**src/hdl/spq_pkg.sv**
```systemverilog
// ----------------------------------------------------------------------------
// spq_pkg - shared types and codes for the sorted priority queue
// Command and result item layouts, stored entry layout, command and status
// codes.
// ----------------------------------------------------------------------------
package spq_pkg;

    localparam int QUEUE_DEPTH = 16;

    localparam int TagW   = 16;
    localparam int SizeW  = 32;
    localparam int TimeW  = 32;
    localparam int StatW  = 2;
    localparam int CountW = 5;

    localparam logic CMD_INSERT = 1'b0;
    localparam logic CMD_POP    = 1'b1;

    localparam logic [StatW-1:0] ST_DONE  = 2'd0;
    localparam logic [StatW-1:0] ST_EMPTY = 2'd1;
    localparam logic [StatW-1:0] ST_FULL  = 2'd2;

    typedef struct packed {
        logic             cmd;
        logic [TagW-1:0]  file_tag;
        logic [SizeW-1:0] file_size;
        logic [TimeW-1:0] file_time;
    } t_cmd_item;

    typedef struct packed {
        logic [StatW-1:0]  status;
        logic [TagW-1:0]   popped_tag;
        logic [SizeW-1:0]  popped_size;
        logic [TimeW-1:0]  popped_time;
        logic [CountW-1:0] entry_count;
    } t_result_item;

    typedef struct packed {
        logic [TagW-1:0]  tag;
        logic [SizeW-1:0] size;
        logic [TimeW-1:0] stamp;
    } t_entry;

    // per-cycle instruction broadcast to every cell
    typedef struct packed {
        logic shift_in;   // insert, queue not full
        logic shift_out;  // pop, queue not empty
    } t_cell_op;

endpackage

```
**src/hdl/spq_cell.sv**
```systemverilog
// ----------------------------------------------------------------------------
// spq_cell - one slot of the sorted queue
// Holds one entry, compares it with the broadcast key and either keeps it,
// takes the new entry, takes its left neighbor's entry or its right one's.
// ----------------------------------------------------------------------------
module spq_cell
    import spq_pkg::*;
(
    input  logic     i_clk,
    input  t_cell_op i_op,
    input  logic     i_occupied,
    input  t_entry   i_new,
    input  t_entry   i_prev,
    input  logic     i_prev_ahead,
    input  t_entry   i_next,
    output t_entry   o_entry,
    output logic     o_ahead
);

    t_entry r_entry;
    t_entry n_entry;

    // an equal key stays ahead so equal keys leave first-in
    assign o_ahead = i_occupied &&
        ((r_entry.size < i_new.size) ||
         ((r_entry.size == i_new.size) && (r_entry.stamp <= i_new.stamp)));

    assign o_entry = r_entry;

    always_comb begin
        n_entry = r_entry;
        if (i_op.shift_in) begin
            if (!o_ahead) begin
                n_entry = i_prev_ahead ? i_new : i_prev;
            end
        end else if (i_op.shift_out) begin
            n_entry = i_next;
        end
    end

    always_ff @(posedge i_clk) begin
        r_entry <= n_entry;
    end

endmodule

```
**src/hdl/sorted_priority_queue.sv**
```systemverilog
// ----------------------------------------------------------------------------
// sorted_priority_queue - bounded queue kept sorted by size, then timestamp
// A row of slot cells; every cell compares against the new key at once.
//
//   channel   ports                          direction  handshake
//   command   start, busy, i_cmd             in         start && !busy
//   result    o_done, o_result               out        o_done strobe
//
// One command per cycle; busy is never raised.
// The result appears in the cycle after the command, with o_done high for
// exactly that cycle; the receiver cannot stall it.
// The slot compare in every cell sets the cycle; there is no iteration.
// Synchronous active-low reset empties the queue; slot contents are not cleared.
// ----------------------------------------------------------------------------
module sorted_priority_queue
    import spq_pkg::*;
#(
    parameter int P_DEPTH = QUEUE_DEPTH
) (
    input  logic         i_clk,
    input  logic         i_rst_n,
    input  logic         start,
    output logic         busy,
    input  t_cmd_item    i_cmd,
    output logic         o_done,
    output t_result_item o_result
);

    localparam int CntW = $clog2(P_DEPTH + 1);

    logic [CntW-1:0] r_count;
    logic [CntW-1:0] n_count;
    logic            r_done;
    t_result_item    r_result;
    t_result_item    n_result;

    t_cell_op        op;
    t_entry          new_entry;
    t_entry          cell_entry [P_DEPTH];
    logic            cell_ahead [P_DEPTH];
    logic            accept;
    logic            full;
    logic            empty;

    assign busy   = 1'b0;
    assign accept = start && !busy;
    assign full   = (r_count == CntW'(P_DEPTH));
    assign empty  = (r_count == '0);

    assign new_entry.tag   = i_cmd.file_tag;
    assign new_entry.size  = i_cmd.file_size;
    assign new_entry.stamp = i_cmd.file_time;

    assign op.shift_in  = accept && (i_cmd.cmd == CMD_INSERT) && !full;
    assign op.shift_out = accept && (i_cmd.cmd == CMD_POP) && !empty;

    genvar g;
    generate
        for (g = 0; g < P_DEPTH; g++) begin : g_cell
            t_entry prev_entry;
            t_entry next_entry;
            logic   prev_ahead;

            if (g == 0) begin : g_head
                assign prev_entry = '0;
                assign prev_ahead = 1'b1;
            end else begin : g_body
                assign prev_entry = cell_entry[g-1];
                assign prev_ahead = cell_ahead[g-1];
            end

            if (g == P_DEPTH - 1) begin : g_tail
                assign next_entry = '0;
            end else begin : g_link
                assign next_entry = cell_entry[g+1];
            end

            spq_cell u_cell (
                .i_clk        (i_clk),
                .i_op         (op),
                .i_occupied   (CntW'(g) < r_count),
                .i_new        (new_entry),
                .i_prev       (prev_entry),
                .i_prev_ahead (prev_ahead),
                .i_next       (next_entry),
                .o_entry      (cell_entry[g]),
                .o_ahead      (cell_ahead[g])
            );
        end
    endgenerate

    always_comb begin
        n_count  = r_count;
        n_result = '0;
        if (op.shift_in) begin
            n_count = r_count + CntW'(1);
        end else if (op.shift_out) begin
            n_count              = r_count - CntW'(1);
            n_result.popped_tag  = cell_entry[0].tag;
            n_result.popped_size = cell_entry[0].size;
            n_result.popped_time = cell_entry[0].stamp;
        end

        if (i_cmd.cmd == CMD_INSERT) begin
            n_result.status = full ? ST_FULL : ST_DONE;
        end else begin
            n_result.status = empty ? ST_EMPTY : ST_DONE;
        end

        // the count field keeps only its low bits
        n_result.entry_count = CountW'(32'(n_count));
    end

    always_ff @(posedge i_clk) begin
        if (!i_rst_n) begin
            r_count <= '0;
            r_done  <= 1'b0;
        end else begin
            r_done <= accept;
            if (accept) begin
                r_count <= n_count;
            end
        end
    end

    always_ff @(posedge i_clk) begin
        if (accept) begin
            r_result <= n_result;
        end
    end

    assign o_done   = r_done;
    assign o_result = r_result;

endmodule
```
**config.mk**
```make
export PLATFORM = sky130hd
export DESIGN_NAME = sorted_priority_queue
export DESIGN_NICKNAME = d
export VERILOG_FILES = /design/src/hdl/spq_pkg.sv /design/src/hdl/spq_cell.sv /design/src/hdl/sorted_priority_queue.sv
export SDC_FILE = /design/constraint.sdc
export NUM_CORES = 2
export LEC_CHECK = 0
export BUFFER_PORTS_ARGS = -buffer_cell sky130_fd_sc_hd__buf_2
export CAP_MARGIN = 20
export CORE_MARGIN = 10
export CORE_UTILIZATION = 25
export CTS_BUF_LIST = sky130_fd_sc_hd__clkbuf_8 sky130_fd_sc_hd__clkbuf_16
export CTS_CLUSTER_DIAMETER = 40
export DETAILED_ROUTE_END_ITERATION = 16
export GPL_TIMING_DRIVEN = 0
export HOLD_SLACK_MARGIN = 0.06
export PLACE_DENSITY_LB_ADDON = 0.2
export SLEW_MARGIN = 20
export SYNTH_ARGS = -nofsm -noshare
export SYNTH_HDL_FRONTEND = slang
export SYNTH_HIERARCHICAL = 1
export SYNTH_SLANG_ARGS = --single-unit
```
**constraint.sdc**
```tcl
create_clock -name i_clk -period 16.79 [get_ports i_clk]
set_input_delay 5.037 -clock i_clk [delete_from_list [all_inputs] [get_ports i_clk]]
set_output_delay 5.037 -clock i_clk [all_outputs]
set_load 0.01 [all_outputs]
```
==> flow_metrics.env <==
export IMPL_rows=225
export IMPL_setup_viol=0
export IMPL_start_util_pct=25.1
export IMPL_intPower_mw=9.45
export IMPL_slew_headroom_pct=24.4
export IMPL_power_frac_clock_pct=39.1
export IMPL_cts_setup_buffers=0
export IMPL_hold_path_class="flop to flop"
export IMPL_critPathKind="input port to flop"
export IMPL_ctsHoldBuffers=0
export IMPL_p_sw_mw=4.42
export IMPL_root_buffer="clkbuf_16"
export IMPL_worst_slew_pin_slew_ns=1.12
export IMPL_cp_required_ns=17.36
export IMPL_fp_dieW_um=635
export IMPL_ctsResizeCount=0
export IMPL_maxCapViolCount=0
export IMPL_grt_pass1_wl_um=463000
export IMPL_critPathMaxStageDelay_ns=0.75
export IMPL_clkSinkCount=1373
export IMPL_cts_tree="built"
export IMPL_r2r_cells=13
export IMPL_htree_num_levels=5
export IMPL_route_detailed_drc=0
export IMPL_synth_area_um2=94600
export IMPL_fin_nets=11500
export IMPL_period_needed_ns=9.25
export IMPL_power_density_nw_per_um2=123
export IMPL_drive_gt1_share_pct=8.48
export IMPL_peakVddDrop_mv=0.0712
export IMPL_worstSetupEndpointType="flop"
export IMPL_wl_per_cell_um=19.7
export IMPL_whs_path_depth=2
export IMPL_path_cells="buf_2 -> inv_1 -> ha_1 -> and3_1 -> nand4_1 -> nand4b_1 -> or3_1 -> o31ai_1 -> o21a_1 -> clkbuf_1 -> buf_1 -> mux2i_1 -> a21oi_1"
export IMPL_firstDrtPassIters=5
export IMPL_place_worst_setup_slack_ns=6.58
export IMPL_arrival_ns=9.82
export IMPL_gp_congestion=0.873
export IMPL_seqPwrFrac_pct=37.4
export IMPL_die_area_um2=403000
export IMPL_avgViaCountPerCell=4.64
export IMPL_numCtsBuffers=281
export IMPL_first_global_vias=75400
export IMPL_hold_ws_ns=0.566
export IMPL_n_fill_cell=39200
export IMPL_setup_tns_ns=0
export IMPL_grt_usage_pct=14.6
export IMPL_multi_input_area_um2=48400
export IMPL_die_h_um=635
export IMPL_drt_iter0_markers=4222
export IMPL_io_pins=173
export IMPL_finalCritPeriodShare_pct=55.1
export IMPL_finalWorstSetupSlack_ns=7.54
export IMPL_setup_worst_path_start_class="input port"
export IMPL_fin_skew_ns=0.0805
export IMPL_cpMaxStageDelayCell="clkbuf_1"
export IMPL_fmax_mhz=108
export IMPL_cp_max_fo=32
export IMPL_status="completed"
export IMPL_antenna_found_initial=33
export IMPL_place_hpwl_um=250000
export IMPL_rsz0062_at_grt="no"
export IMPL_cts_buffer_depth=4
export IMPL_io_buffers=171
export IMPL_swShare_pct=31.9
export IMPL_yosysWarnings=6
export IMPL_synth_cells=9658
export IMPL_clock_latency_ns=0.88
export IMPL_ff_latch_area_um2=41200
export IMPL_area_growth_pct=19.4
export IMPL_clk_pin_slew_worst_paths_ns=0.05
export IMPL_p_leak_nw=45.6
export IMPL_drv_slew=0
export IMPL_ant_nets=0
export IMPL_synth_avg_cell_area_um2=9.80
export IMPL_core_um2=376000
export IMPL_totalWireLength_um=307000
export IMPL_num_vias=72300
export IMPL_hold_violations=0
export IMPL_gr_total_overflow=0
export IMPL_combPwrFrac_pct=23.5
export IMPL_grt_max_degree=62
export IMPL_power_mw=13.9
export IMPL_finish_utilization_pct=30.0
[layer usage]
layer	vias up	routed length, um	GRT usage, %
met5	-	138	0
met4	22	9370	4.60
met3	466	14100	2.34
met2	1577	142000	24.3
met1	34100	142000	19.3
li1	36100	-	-
[path summary, 6_finish.rpt]
kind,startpoint,end,slack [ns]
max,i_cmd[62],g_cell[12].u_cell/o_entry[77],7.54
max reg2reg,r_count[1],g_cell[1].u_cell/o_entry[73],11.05
min,g_cell[15].u_cell/o_entry[78],g_cell[14].u_cell/o_entry[78],0.57
min reg2reg,g_cell[15].u_cell/o_entry[78],g_cell[14].u_cell/o_entry[78],0.57
[through the flow]
step / instances / cell area, um2
final: 15600 / 113000
after global routing: 15600 / 113000
after CTS: 15600 / 113000
after detailed placement: 15100 / 104000
after global placement: 15000 / 102000
after floorplan: 9818 / 95200
[power by group through the flow]
stage          clock network, mW  registers [mW]  logic (mW)
6_report                    5.42            5.18        3.26
5_1_grt                     5.74            5.26        3.69
4_1_cts                     5.58            5.18        3.29
3_5_place_dp                   0            5.23        3.29
3_3_place_gp                   0            5.41        3.03
2_1_floorplan                  0            5.09        2.19
[registers in the layout, summed over array words and instances, names as in the netlist]
register               count
g_cell.u_cell/o_entry   1280
o_done                     1
o_result                  87
r_count                    5
[critical path, delay by kind of cell]
family                     cells  cell delay, ns
buffers and inverters          4            2.18
and+or+nand+nor                4            1.44
AOI/OAI and AO/OA              3            0.40
adders and majority gates      1            0.35
muxes                          1            0.33
[cell usage in the layout, fill, tap and decap left out, types with 17 or more instances in the layout]
cell        instances
o211ai_1           48
and2_1             83
inv_1            1124
nand3_1            82
o21ai_0           167
inv_6              22
mux2i_1          1281
clkbuf_2           24
buf_1              48
buf_6              76
clkinvlp_4         24
nor3_1             34
nand2b_1           21
clkinv_2           37
nor4_1             17
a22oi_1            33
clkbuf_1          257
clkinv_4           17
a21o_1             48
a31oi_1            49
a211oi_1           48
ha_1             1028
clkbuf_16         290
nand4_1           145
and3_1             65
and4_1             48
nor2_1           1396
clkinv_1           40
a21oi_1          1666
bufinv_16          26
nand2_1           284
buf_2             284
buf_4              19
conb_1            162
edfxtp_1         1367
[area by class of cell]
type                    instances  area share, %
multi-input cells            6905           42.9
flip-flops and latches       1373           36.4
clock buffers                 293           6.46
well taps                    4994           5.53
inverters                    1093           3.63
repair buffers                274           1.80
plain buffers                 447           1.65
clock inverters               201           1.61
diodes                         12         0.0266
(Power assumes the default switching activity.)
